## src/spct_pkg.sv

```systemverilog
// ----------------------------------------------------------------------------
// Shape pixel coverage test package
// Shared constants: coordinate width default, register indexes, shape codes.
// ----------------------------------------------------------------------------
package spct_pkg;

   localparam int COORD_BITS_DEF = 12;
   localparam int COLOR_BITS     = 24;
   localparam int CHANNEL_BITS   = 8;
   localparam int CSR_INDEX_BITS = 3;

   localparam logic [CSR_INDEX_BITS-1:0] CSR_SHAPE_KIND = 3'd0;
   localparam logic [CSR_INDEX_BITS-1:0] CSR_VERTEX_A   = 3'd1;
   localparam logic [CSR_INDEX_BITS-1:0] CSR_VERTEX_B   = 3'd2;
   localparam logic [CSR_INDEX_BITS-1:0] CSR_VERTEX_C   = 3'd3;
   localparam logic [CSR_INDEX_BITS-1:0] CSR_RADIUS     = 3'd4;
   localparam logic [CSR_INDEX_BITS-1:0] CSR_FILL_COLOR = 3'd5;

   localparam logic SHAPE_TRIANGLE = 1'b0;
   localparam logic SHAPE_CIRCLE   = 1'b1;

endpackage

```

## src/spct_if.sv

```systemverilog
// ----------------------------------------------------------------------------
// Shape pixel coverage test channels
// Valid/ready channels for pixel requests and coverage responses.
// ----------------------------------------------------------------------------
interface spct_req_if #(
   parameter int COORD_BITS = spct_pkg::COORD_BITS_DEF
);
   logic                  valid;
   logic                  ready;
   logic [COORD_BITS-1:0] pixel_x;
   logic [COORD_BITS-1:0] pixel_y;

   modport source (output valid, output pixel_x, output pixel_y, input ready);
   modport sink   (input valid, input pixel_x, input pixel_y, output ready);
endinterface

interface spct_rsp_if #(
   parameter int COORD_BITS = spct_pkg::COORD_BITS_DEF
);
   logic                  valid;
   logic                  ready;
   logic                  write_pixel;
   logic [COORD_BITS-1:0] out_x;
   logic [COORD_BITS-1:0] out_y;
   logic [7:0]            red;
   logic [7:0]            green;
   logic [7:0]            blue;

   modport source (output valid, output write_pixel, output out_x, output out_y,
                   output red, output green, output blue, input ready);
   modport sink   (input valid, input write_pixel, input out_x, input out_y,
                   input red, input green, input blue, output ready);
endinterface

```

## src/spct_cfg_regs.sv

```systemverilog
// ----------------------------------------------------------------------------
// Shape pixel coverage test configuration registers
// Write-only register bank holding the shape, its vertices, the radius and the fill color.
// ----------------------------------------------------------------------------
module spct_cfg_regs #(
   parameter int COORD_BITS    = spct_pkg::COORD_BITS_DEF,
   parameter int CSR_DATA_BITS = spct_pkg::COLOR_BITS
) (
   input  logic                                clock,
   input  logic                                reset,
   input  logic                                csr_wen,
   input  logic [spct_pkg::CSR_INDEX_BITS-1:0] csr_index,
   input  logic [CSR_DATA_BITS-1:0]            csr_wdata,
   output logic                                shape_kind,
   output logic [2*COORD_BITS-1:0]             vertex_a,
   output logic [2*COORD_BITS-1:0]             vertex_b,
   output logic [2*COORD_BITS-1:0]             vertex_c,
   output logic [COORD_BITS-1:0]               radius,
   output logic [spct_pkg::COLOR_BITS-1:0]     fill_color
);
   import spct_pkg::*;

   logic                    shape_kind_ff;
   logic [2*COORD_BITS-1:0] vertex_a_ff;
   logic [2*COORD_BITS-1:0] vertex_b_ff;
   logic [2*COORD_BITS-1:0] vertex_c_ff;
   logic [COORD_BITS-1:0]   radius_ff;
   logic [COLOR_BITS-1:0]   fill_color_ff;

   always_ff @(posedge clock) begin
      if (reset) begin
         shape_kind_ff <= 1'b0;
         vertex_a_ff   <= '0;
         vertex_b_ff   <= '0;
         vertex_c_ff   <= '0;
         radius_ff     <= '0;
         fill_color_ff <= '0;
      end else if (csr_wen) begin
         case (csr_index)
            CSR_SHAPE_KIND: shape_kind_ff <= csr_wdata[0];
            CSR_VERTEX_A:   vertex_a_ff   <= csr_wdata[2*COORD_BITS-1:0];
            CSR_VERTEX_B:   vertex_b_ff   <= csr_wdata[2*COORD_BITS-1:0];
            CSR_VERTEX_C:   vertex_c_ff   <= csr_wdata[2*COORD_BITS-1:0];
            CSR_RADIUS:     radius_ff     <= csr_wdata[COORD_BITS-1:0];
            CSR_FILL_COLOR: fill_color_ff <= csr_wdata[COLOR_BITS-1:0];
            default: ;
         endcase
      end
   end

   assign shape_kind = shape_kind_ff;
   assign vertex_a   = vertex_a_ff;
   assign vertex_b   = vertex_b_ff;
   assign vertex_c   = vertex_c_ff;
   assign radius     = radius_ff;
   assign fill_color = fill_color_ff;

endmodule

```

## src/spct_cover_pipe.sv

```systemverilog
// ----------------------------------------------------------------------------
// Shape pixel coverage test pipeline
// Four register stages: pixel capture, box test and edge operands, products,
// coverage decision. Each stage advances when it is empty or its successor moves.
// ----------------------------------------------------------------------------
module spct_cover_pipe #(
   parameter int COORD_BITS = spct_pkg::COORD_BITS_DEF
) (
   input  logic                            clock,
   input  logic                            reset,
   spct_req_if.sink                        req,
   spct_rsp_if.source                      rsp,
   input  logic                            shape_kind,
   input  logic [2*COORD_BITS-1:0]         vertex_a,
   input  logic [2*COORD_BITS-1:0]         vertex_b,
   input  logic [2*COORD_BITS-1:0]         vertex_c,
   input  logic [COORD_BITS-1:0]           radius,
   input  logic [spct_pkg::COLOR_BITS-1:0] fill_color
);
   import spct_pkg::*;

   localparam int C  = COORD_BITS;
   localparam int DW = C + 1;   // signed coordinate difference
   localparam int PW = 2 * DW;  // product
   localparam int SW = PW + 1;  // difference of two products
   localparam int TW = PW + 2;  // sum of edge values s and t
   localparam int NP = 6;       // products per pixel

   function automatic logic signed [DW-1:0] sdiff(input logic [C-1:0] a,
                                                 input logic [C-1:0] b);
      sdiff = $signed({1'b0, a}) - $signed({1'b0, b});
   endfunction

   // ---------------- handshake chain ----------------
   logic v1_ff, v2_ff, v3_ff, v4_ff;
   logic rdy1, rdy2, rdy3, rdy4;

   assign rdy4 = !v4_ff || rsp.ready;
   assign rdy3 = !v3_ff || rdy4;
   assign rdy2 = !v2_ff || rdy3;
   assign rdy1 = !v1_ff || rdy2;
   assign req.ready = rdy1;

   always_ff @(posedge clock) begin
      if (reset) begin
         v1_ff <= 1'b0;
         v2_ff <= 1'b0;
         v3_ff <= 1'b0;
         v4_ff <= 1'b0;
      end else begin
         if (rdy1) v1_ff <= req.valid;
         if (rdy2) v2_ff <= v1_ff;
         if (rdy3) v3_ff <= v2_ff;
         if (rdy4) v4_ff <= v3_ff;
      end
   end

   // ---------------- stage 1: pixel capture ----------------
   logic [C-1:0] x1_ff, y1_ff;

   always_ff @(posedge clock) begin
      if (rdy1 && req.valid) begin
         x1_ff <= req.pixel_x;
         y1_ff <= req.pixel_y;
      end
   end

   // ---------------- stage 2: box test and operands ----------------
   logic [C-1:0] ax, ay, bx, by, cx, cy;
   logic [C-1:0] min_x, max_x, min_y, max_y;
   logic [C:0]   xe, ye, re, axe, aye;
   logic         tri_box, circ_box;
   logic         box2_in, box2_ff, kind2_ff;
   logic [C-1:0] x2_ff, y2_ff;
   logic signed [DW-1:0] fa_in [NP];
   logic signed [DW-1:0] fb_in [NP];
   logic signed [DW-1:0] fa_ff [NP];
   logic signed [DW-1:0] fb_ff [NP];

   assign ax = vertex_a[C-1:0];
   assign ay = vertex_a[2*C-1:C];
   assign bx = vertex_b[C-1:0];
   assign by = vertex_b[2*C-1:C];
   assign cx = vertex_c[C-1:0];
   assign cy = vertex_c[2*C-1:C];

   always_comb begin
      min_x = (ax < bx) ? ax : bx;
      min_x = (min_x < cx) ? min_x : cx;
      max_x = (ax > bx) ? ax : bx;
      max_x = (max_x > cx) ? max_x : cx;
      min_y = (ay < by) ? ay : by;
      min_y = (min_y < cy) ? min_y : cy;
      max_y = (ay > by) ? ay : by;
      max_y = (max_y > cy) ? max_y : cy;
   end

   assign tri_box = (x1_ff >= min_x) && (x1_ff < max_x) &&
                    (y1_ff >= min_y) && (y1_ff < max_y);

   // The circle's lower corner clamps at zero; testing x + r >= ax instead of
   // x >= ax - r gives the clamped result, since x is never negative.
   assign xe  = {1'b0, x1_ff};
   assign ye  = {1'b0, y1_ff};
   assign re  = {1'b0, radius};
   assign axe = {1'b0, ax};
   assign aye = {1'b0, ay};
   assign circ_box = (xe + re >= axe) && (xe < axe + re) &&
                     (ye + re >= aye) && (ye < aye + re);

   assign box2_in = (shape_kind == SHAPE_CIRCLE) ? circ_box : tri_box;

   always_comb begin
      case (shape_kind)
         SHAPE_CIRCLE: begin
            fa_in[0] = sdiff(ax, x1_ff);
            fb_in[0] = sdiff(ax, x1_ff);
            fa_in[1] = sdiff(ay, y1_ff);
            fb_in[1] = sdiff(ay, y1_ff);
            fa_in[2] = $signed(re);
            fb_in[2] = $signed(re);
            fa_in[3] = '0;
            fb_in[3] = '0;
            fa_in[4] = '0;
            fb_in[4] = '0;
            fa_in[5] = '0;
            fb_in[5] = '0;
         end
         default: begin
            fa_in[0] = sdiff(ax, cx);
            fb_in[0] = sdiff(y1_ff, cy);
            fa_in[1] = sdiff(ay, cy);
            fb_in[1] = sdiff(x1_ff, cx);
            fa_in[2] = sdiff(bx, ax);
            fb_in[2] = sdiff(y1_ff, ay);
            fa_in[3] = sdiff(by, ay);
            fb_in[3] = sdiff(x1_ff, ax);
            fa_in[4] = sdiff(cx, bx);
            fb_in[4] = sdiff(y1_ff, by);
            fa_in[5] = sdiff(cy, by);
            fb_in[5] = sdiff(x1_ff, bx);
         end
      endcase
   end

   always_ff @(posedge clock) begin
      if (rdy2 && v1_ff) begin
         box2_ff  <= box2_in;
         kind2_ff <= shape_kind;
         x2_ff    <= x1_ff;
         y2_ff    <= y1_ff;
         for (int i = 0; i < NP; i++) begin
            fa_ff[i] <= fa_in[i];
            fb_ff[i] <= fb_in[i];
         end
      end
   end

   // ---------------- stage 3: products ----------------
   logic signed [PW-1:0] prod_ff [NP];
   logic                 box3_ff, kind3_ff;
   logic [C-1:0]         x3_ff, y3_ff;

   always_ff @(posedge clock) begin
      if (rdy3 && v2_ff) begin
         box3_ff  <= box2_ff;
         kind3_ff <= kind2_ff;
         x3_ff    <= x2_ff;
         y3_ff    <= y2_ff;
         for (int i = 0; i < NP; i++) begin
            prod_ff[i] <= PW'(fa_ff[i]) * PW'(fb_ff[i]);
         end
      end
   end

   // ---------------- stage 4: coverage decision ----------------
   logic signed [SW-1:0] s_val, t_val, d_val, dist_sq;
   logic signed [TW-1:0] st_val;
   logic                 tri_ok, circ_ok, write_in;
   logic                 write_ff;
   logic [C-1:0]         x4_ff, y4_ff;

   assign s_val   = SW'(prod_ff[0]) - SW'(prod_ff[1]);
   assign t_val   = SW'(prod_ff[2]) - SW'(prod_ff[3]);
   assign d_val   = SW'(prod_ff[4]) - SW'(prod_ff[5]);
   assign st_val  = TW'(s_val) + TW'(t_val);
   assign dist_sq = SW'(prod_ff[0]) + SW'(prod_ff[1]);

   // Opposite nonzero signs of s and t reject; otherwise d decides unless zero.
   assign tri_ok = !((s_val[SW-1] != t_val[SW-1]) && (s_val != '0) && (t_val != '0)) &&
                   ((d_val == '0) ||
                    (d_val[SW-1] == (st_val[TW-1] || (st_val == '0))));
   assign circ_ok = dist_sq < SW'(prod_ff[2]);

   assign write_in = box3_ff && ((kind3_ff == SHAPE_CIRCLE) ? circ_ok : tri_ok);

   always_ff @(posedge clock) begin
      if (rdy4 && v3_ff) begin
         write_ff <= write_in;
         x4_ff    <= x3_ff;
         y4_ff    <= y3_ff;
      end
   end

   assign rsp.valid       = v4_ff;
   assign rsp.write_pixel = write_ff;
   assign rsp.out_x       = x4_ff;
   assign rsp.out_y       = y4_ff;
   assign rsp.red         = fill_color[3*CHANNEL_BITS-1:2*CHANNEL_BITS];
   assign rsp.green       = fill_color[2*CHANNEL_BITS-1:CHANNEL_BITS];
   assign rsp.blue        = fill_color[CHANNEL_BITS-1:0];

`ifndef ASSERT_OFF
   a_accept_fills_stage1: assert property (@(posedge clock) disable iff (reset)
      (req.valid && req.ready) |=> v1_ff)
      else $error("accepted transaction did not reach the input stage");

   a_outside_box_not_written: assert property (@(posedge clock) disable iff (reset)
      (rdy4 && v3_ff && !box3_ff) |=> !write_ff)
      else $error("pixel outside the bounding box was written");

   a_zero_radius_covers_nothing: assert property (@(posedge clock) disable iff (reset)
      (rdy4 && v3_ff && (kind3_ff == SHAPE_CIRCLE) && (prod_ff[2] == '0)) |=> !write_ff)
      else $error("circle with zero radius covered a pixel");

   a_circle_squares_nonnegative: assert property (@(posedge clock) disable iff (reset)
      (v3_ff && (kind3_ff == SHAPE_CIRCLE)) |-> (!prod_ff[0][PW-1] && !prod_ff[1][PW-1]))
      else $error("negative squared distance term");
`endif

endmodule

```

## src/shape_pixel_coverage_test_core.sv

```systemverilog
// ----------------------------------------------------------------------------
// Shape pixel coverage test core
// Decides whether a pixel is covered by a configured triangle or circle.
// ----------------------------------------------------------------------------
//  channel   direction  payload
//  req_chan  in         pixel_x, pixel_y
//  rsp_chan  out        write_pixel, out_x, out_y, red, green, blue
//  csr_*     in         csr_wen, csr_index, csr_wdata (write only)
//
// One transaction per cycle is accepted unless all stages are full and the response
// waits; a request passes the input, operand, product and result registers in turn.
// Each register stage advances when empty or when its successor moves, so
// requests keep entering while a stalled response waits, until the stages fill.
// Synchronous reset clears the stage valid bits and all configuration registers.
// ----------------------------------------------------------------------------
module shape_pixel_coverage_test_core #(
   parameter int COORD_BITS = spct_pkg::COORD_BITS_DEF,
   localparam int CSR_DATA_BITS = (2 * COORD_BITS > spct_pkg::COLOR_BITS) ?
                                  2 * COORD_BITS : spct_pkg::COLOR_BITS
) (
   input  logic                                clock,
   input  logic                                reset,
   spct_req_if.sink                            req_chan,
   spct_rsp_if.source                          rsp_chan,
   input  logic                                csr_wen,
   input  logic [spct_pkg::CSR_INDEX_BITS-1:0] csr_index,
   input  logic [CSR_DATA_BITS-1:0]            csr_wdata
);
   import spct_pkg::*;

   logic                    shape_kind;
   logic [2*COORD_BITS-1:0] vertex_a;
   logic [2*COORD_BITS-1:0] vertex_b;
   logic [2*COORD_BITS-1:0] vertex_c;
   logic [COORD_BITS-1:0]   radius;
   logic [COLOR_BITS-1:0]   fill_color;

   spct_cfg_regs #(
      .COORD_BITS    (COORD_BITS),
      .CSR_DATA_BITS (CSR_DATA_BITS)
   ) u_cfg_regs (
      .clock      (clock),
      .reset      (reset),
      .csr_wen    (csr_wen),
      .csr_index  (csr_index),
      .csr_wdata  (csr_wdata),
      .shape_kind (shape_kind),
      .vertex_a   (vertex_a),
      .vertex_b   (vertex_b),
      .vertex_c   (vertex_c),
      .radius     (radius),
      .fill_color (fill_color)
   );

   spct_cover_pipe #(
      .COORD_BITS (COORD_BITS)
   ) u_cover_pipe (
      .clock      (clock),
      .reset      (reset),
      .req        (req_chan),
      .rsp        (rsp_chan),
      .shape_kind (shape_kind),
      .vertex_a   (vertex_a),
      .vertex_b   (vertex_b),
      .vertex_c   (vertex_c),
      .radius     (radius),
      .fill_color (fill_color)
   );

endmodule
```

## src/flat_wrapper.sv

```systemverilog
// flat-port wrapper written by rule: the top's interface ports become plain ports
module shape_pixel_coverage_test_core_flat import spct_pkg::*;
#(
   parameter int COORD_BITS = spct_pkg::COORD_BITS_DEF,
   localparam int CSR_DATA_BITS = (2 * COORD_BITS > spct_pkg::COLOR_BITS) ?
                                  2 * COORD_BITS : spct_pkg::COLOR_BITS
)
  (clock, reset, csr_wen, csr_index, csr_wdata, req_chan_valid, req_chan_pixel_x, req_chan_pixel_y, req_chan_ready, rsp_chan_valid, rsp_chan_write_pixel, rsp_chan_out_x, rsp_chan_out_y, rsp_chan_red, rsp_chan_green, rsp_chan_blue, rsp_chan_ready);
  spct_req_if #(.COORD_BITS(COORD_BITS)) req_chan_i ();
  spct_rsp_if #(.COORD_BITS(COORD_BITS)) rsp_chan_i ();
  input  logic clock;
  input  logic reset;
  input  logic csr_wen;
  input  logic [spct_pkg::CSR_INDEX_BITS-1:0] csr_index;
  input  logic [CSR_DATA_BITS-1:0] csr_wdata;
  input wire logic [$bits(req_chan_i.valid)-1:0] req_chan_valid;
  input wire logic [$bits(req_chan_i.pixel_x)-1:0] req_chan_pixel_x;
  input wire logic [$bits(req_chan_i.pixel_y)-1:0] req_chan_pixel_y;
  output wire logic [$bits(req_chan_i.ready)-1:0] req_chan_ready;
  output wire logic [$bits(rsp_chan_i.valid)-1:0] rsp_chan_valid;
  output wire logic [$bits(rsp_chan_i.write_pixel)-1:0] rsp_chan_write_pixel;
  output wire logic [$bits(rsp_chan_i.out_x)-1:0] rsp_chan_out_x;
  output wire logic [$bits(rsp_chan_i.out_y)-1:0] rsp_chan_out_y;
  output wire logic [$bits(rsp_chan_i.red)-1:0] rsp_chan_red;
  output wire logic [$bits(rsp_chan_i.green)-1:0] rsp_chan_green;
  output wire logic [$bits(rsp_chan_i.blue)-1:0] rsp_chan_blue;
  input wire logic [$bits(rsp_chan_i.ready)-1:0] rsp_chan_ready;
  assign req_chan_i.valid = req_chan_valid;
  assign req_chan_i.pixel_x = req_chan_pixel_x;
  assign req_chan_i.pixel_y = req_chan_pixel_y;
  assign req_chan_ready = req_chan_i.ready;
  assign rsp_chan_valid = rsp_chan_i.valid;
  assign rsp_chan_write_pixel = rsp_chan_i.write_pixel;
  assign rsp_chan_out_x = rsp_chan_i.out_x;
  assign rsp_chan_out_y = rsp_chan_i.out_y;
  assign rsp_chan_red = rsp_chan_i.red;
  assign rsp_chan_green = rsp_chan_i.green;
  assign rsp_chan_blue = rsp_chan_i.blue;
  assign rsp_chan_i.ready = rsp_chan_ready;
  shape_pixel_coverage_test_core #(.COORD_BITS(COORD_BITS)) u_core (.clock(clock), .reset(reset), .req_chan(req_chan_i), .rsp_chan(rsp_chan_i), .csr_wen(csr_wen), .csr_index(csr_index), .csr_wdata(csr_wdata));
endmodule
```

## config.mk

```make
export PLATFORM = sky130hd
export DESIGN_NAME = shape_pixel_coverage_test_core_flat
export DESIGN_NICKNAME = d
export VERILOG_FILES = /design/src/spct_pkg.sv /design/src/spct_if.sv /design/src/spct_cfg_regs.sv /design/src/spct_cover_pipe.sv /design/src/shape_pixel_coverage_test_core.sv /design/src/flat_wrapper.sv
export SDC_FILE = /design/constraint.sdc
export NUM_CORES = 2
export LEC_CHECK = 0
export BUFFER_PORTS_ARGS = -buffer_cell sky130_fd_sc_hd__buf_2
export CAP_MARGIN = 25
export CELL_PAD_IN_SITES_DETAIL_PLACEMENT = 1
export CELL_PAD_IN_SITES_GLOBAL_PLACEMENT = 1
export CORE_UTILIZATION = 52
export DETAILED_ROUTE_END_ITERATION = 6
export PLACE_DENSITY_LB_ADDON = 0.2
export SYNTH_ARGS = -nofsm -noshare
export SYNTH_HDL_FRONTEND = slang
export SYNTH_SLANG_ARGS = --single-unit
```

## constraint.sdc

```tcl
create_clock -name clock -period 24 [get_ports clock]
set_input_delay 4.8 -clock clock [delete_from_list [all_inputs] [get_ports clock]]
set_output_delay 4.8 -clock clock [all_outputs]
set_load 0.01 [all_outputs]
```

# After elaboration in Yosys (flattened, before gate mapping)
# Memories as Yosys holds them, arrays and structs flattened.
# Cells that the tools add are included.
# classes
n_addsub	23
mul	6
div	0
magnitude_cmp	17
eq_ne	7
shifts	0
muxes	16
bitwise	0
n_reduce_logical	36
# op_table
operator	count
$sub 12x12->13	14
$mul 13x13->26	6
$mux 78	2
$mux 12	8
$sub 26x26->27	3
$lt 12x12->1	6
$reduce_bool 27->1	2
$add 12x12->13	4
$gt 12x12->1	4
$add 27x27->28	1
$logic_not 28->1	1
$add 26x26->27	1
$logic_not 27->1	1
$lt 27x26->1	1
$ge 13x12->1	2
$lt 12x13->1	2
$ge 12x12->1	2
$logic_and 1x1->1	14
$reduce_and 2->1	6
$eq 3x2->1 const B	2
$eq 3x3->1 const B	2
$logic_or 1x1->1	6
$mux 1	6
$logic_not 1->1	5
4 further kinds	4
# totals
reg_bits	214
latchBits	0
mem_bits_rw	312
rom_bits	0
in_bits	56
output_inout_bits	51
wordCells	131
mem_count	3
# memory_table
name	words	word_bits	read_ports	rd_clocked_by_memory_dff	wr	line_no	text
u_core.u_cover_pipe.prod_ff	6	26	6	0	6	spct_cover_pipe.sv:160	logic signed [PW-1:0] prod_ff [NP];
u_core.u_cover_pipe.fa_ff	6	13	6	0	6	spct_cover_pipe.sv:77	logic signed [DW-1:0] fa_ff [NP];
u_core.u_cover_pipe.fb_ff	6	13	6	0	6	spct_cover_pipe.sv:78	logic signed [DW-1:0] fb_ff [NP];

# Logic depth before layout (Yosys ltp)
# An unclocked memory read counts as a cell.
# logic_depth
ltp_word	10
depth_mapped	40
ltp_nobuf	38

# Hierarchy
# From an unflattened synthesis, not the netlist that was laid out.
# unflattened
cells_unflattened	7838
hier_area_um2	75160.8
# by_module_without_submodules
mod	instances	cells_per_inst	area_per_inst_um2	seq_area_each_um2
spct_cover_pipe	1	7454	70816.7	12482.0
spct_cfg_regs	1	384	4344.2	2182.1

# Worst setup path before layout
# Ideal clock, no wire load.
# synth_path
kind	input-to-reg
start	input port rsp_chan_ready
end	register u_core.u_cover_pipe.box3_ff (enable)
setup_time_ns	1.003
arrival_ns	17.996
t_required_ns	22.997
path_slack_ns	5.001
path_stages	2
n_path_buf	0
path_cell_list	nor2b_1 a21boi_0
# synth_between
elab_chain_cells	3
# synth_lines
item	line_no	text
start: declaration	flat_wrapper.sv:27	input wire logic [$bits(rsp_chan_i.ready)-1:0] rsp_chan_ready;
$logic_or 1x1->1	spct_cover_pipe.sv:38	assign rdy4 = !v4_ff || rsp.ready;
$logic_or 1x1->1	spct_cover_pipe.sv:39	assign rdy3 = !v3_ff || rdy4;
$logic_and 1x1->1	spct_cover_pipe.sv:165	if (rdy3 && v2_ff) begin
end signal: assignment	spct_cover_pipe.sv:166	box3_ff <= box2_ff;
end: declaration	spct_cover_pipe.sv:161	logic box3_ff, kind3_ff;
# No other way between the ends.
# A chain may end at the register's enable or synchronous reset.

# Worst setup path in the final report
# layout_path
start	input port rsp_chan_ready
end	output port req_chan_ready
# layout_between
elab_chain_cells	4
# layout_lines
item	line_no	text
$logic_or 1x1->1	spct_cover_pipe.sv:38	
$logic_or 1x1->1	spct_cover_pipe.sv:39	
$logic_or 1x1->1	spct_cover_pipe.sv:40	assign rdy2 = !v2_ff || rdy3;
$logic_or 1x1->1	spct_cover_pipe.sv:41	assign rdy1 = !v1_ff || rdy2;
end: declaration	flat_wrapper.sv:19	output wire logic [$bits(req_chan_i.ready)-1:0] req_chan_ready;
# No other way between the ends.

==> flow_summary.ini <==
[floorplan]
io_pins = 107
dieArea_mm2 = 0.145
rows = 138
initial_core_util = 0.525
placeableCoreArea_mm2 = 0.142
fp.dieW_um = 380
die_h_um = 380

[setup_path]
cp.arrival_ns = 6.03
cp_top_family = simple AND/OR/NAND/NOR gates
cp_common_cell = buf_2
worst-path-buf-inv = 2
crit_fanout = 5
crit_chain = buf_2, nor2b_1, and3_1, nand2_1, buf_2
critPathLaunchType = primary input
worstSetupPathType = in2out
cp-end-kind = primary output
critPathSlowestCell = nor2b_1
rr_startpoint = u_core.u_cfg_regs.vertex_a[1]
worstPathRequired_ns = 19.20
critPathMaxStageDelay_ns = 0.48
reg2reg_to = u_core.u_cover_pipe.box2_ff
r2r_cells = 37
rrSetupSlack_ns = 15.65

[logic_synthesis]
synth_area_leaders = fa_1 27%, edfxtp_1 17%, ha_1 15%
ys_warn_count = 0
synth.most_common_cell = inv_1
synth-edff-count = 413
syn_area_mm2 = 0.0745
dominantRegCellSynth = edfxtp_1
yosysSeqAreaShare = 0.197
netlist_instances = 7934
async_flop_share = 0
synth.ff_latch_count = 526
syn_area_per_cell_um2 = 9.39
synth_top_area_share = 0.267
ys_types = 91
yosysTopAreaCell = fa_1
synthTopCellsByCount = 1291 x inv_1, 994 x fa_1, 972 x nand2_1
syn_nets = 9897

[grt]
grtUsageTotal = 0.330
grt_pass1_wl_mm = 367
grt_max_degree = 80
overflow = 0
grt_pass1_vias = 63631
antenna_found_initial = 17

[place]
port_buffers = 106
dp_hpwl_mm = 191
pre_cts_ws_ns = 13.21
gp_congestion = 0.988

[flow_run]
drv_cap = 0

[sta]
fmax_mhz = 92.3
finalSetupViolations = 0
finalWorstSetupSlack_ns = 13.17
setup_tns_ns = 0
min_period_over_period = 0.451
hold_viol = 0
slew_violations = 0
max_slew_margin = 0.196
fin_skew_ns = 0.0554
tightest_slew_ns = 1.18
period_needed_ns = 10.83
hold_ws_ns = 0.412
rsz0062_at_grt = false

[hold_path]
worstHoldStart = u_core.u_cover_pipe.y2_ff[4]
hold_path.class = reg2reg
holdPathEnd = u_core.u_cover_pipe.y3_ff[4]
hold_depth = 0

[route]
wl_per_cell_um = 24.0
drtAntennaViolNets = 0
routed_wl_mm = 237
via_per_inst = 5.83
drc = 0
drtIter0Drc = 3852
vias = 57371
firstDrtPassIters = 5

[cts]
holdBufCountCts = 0
cts_buffer_depth = 3
cts.sinks = 526
cts_root_buffer = clkbuf_16
cts-resized-gates = 0
cts_tree = done
htree_num_levels = 3
cts_buffers = 67
clkTransAtPathRegs_ns = 0.06
postCtsSetupBuffers = 0
clk-insertion-delay-late_ns = 0.70

[final_layout]
area_growth_pct = 6.09
fin_nets = 9857
drive_gt1_frac = 0.0405

[outcome]
status = complete, no violations
==> flip-flops by register name (all words and copies together), names as in the netlist, 24 cells and up <==
name	cells
u_core.u_cfg_regs.vertex_c	24
u_core.u_cfg_regs.fill_color	24
u_core.u_cover_pipe.fb_ff	78
u_core.u_cover_pipe.fa_ff	78
u_core.u_cfg_regs.vertex_a	24
u_core.u_cfg_regs.vertex_b	24
u_core.u_cover_pipe.prod_ff	156
==> cell usage in the layout, fill, tap and decap left out, types with 35 or more instances in the layout <==
cell type  instances
a21oi_1          410
a211oi_1          42
ha_1             913
and2_1           395
o21ai_0          287
mux2i_1           63
nor3_1           108
inv_1           1291
buf_4             43
a31oi_1           38
a21boi_0          44
fa_1             994
nor2_1           279
clkbuf_16         68
nand2b_1         142
buf_2            106
xnor2_1          262
nand3_1           51
o21a_1            36
nand4_1           35
xor2_1            90
o21bai_1          50
edfxtp_1         413
dfxtp_1          112
a21o_1           190
nand2_1          972
nor2b_1          105
==> cell type report <==
| cell class | count | area [µm²] |
|---|---|---|
| Antenna cell | 1 | 2.50 |
| Clock buffer | 81 | 1770 |
| Clock inverter | 42 | 444 |
| Fill cell | 16066 | 62700 |
| Inverter | 1292 | 4850 |
| Multi-Input combinational cell | 5856 | 54000 |
| Sequential cell | 526 | 14700 |
| Tap cell | 1890 | 2360 |
| Timing Repair Buffer | 151 | 901 |
==> metal layers <==
layer  up-vias  global-route usage  share of wire  routed length (µm)
li1      25722                   -              -                   -
met1     29541               0.427           0.42               99300
met2      1631               0.560           0.48              114000
met3       469              0.0423          0.056               13200
met4         8               0.135          0.044               10500
met5         -                   0        0.00020                  48
==> cells by family after synthesis <==
family | after synthesis | share of synthesized area
muxes | 72 | 0.00983
AOI/OAI and AO/OA | 1272 | 0.107
adders and majority gates | 1907 | 0.420
and+or+nand+nor | 2253 | 0.146
xor gates and xnor gates | 352 | 0.0414
DFF | 526 | 0.197
buffers and inverters | 1552 | 0.0785
==> worst max-delay path by stage <==
stage	slack (ns)	from	end	cells after the start
after floorplan	5.00	rsp_chan_ready	u_core.u_cover_pipe.box3_ff	2
after global placement	13.28	rsp_chan_ready	req_chan_ready	5
after detailed placement	13.21	rsp_chan_ready	req_chan_ready	5
after CTS	13.18	rsp_chan_ready	req_chan_ready	5
after global routing	13.11	rsp_chan_ready	req_chan_ready	5
final	13.17	rsp_chan_ready	req_chan_ready	5
==> through the flow <==
stage               std cells  utilization  cell area, µm²
CTS                      9837        0.557           79000
finish                   9839        0.557           79000
detailed placement       9714        0.542           76800
floorplan                7934            -           74500
global route             9839        0.557           79000
global placement         9712        0.541           76800
Power is not shown: default switching activity piles up to over one toggle a cycle in this logic, so the estimate is an artifact.
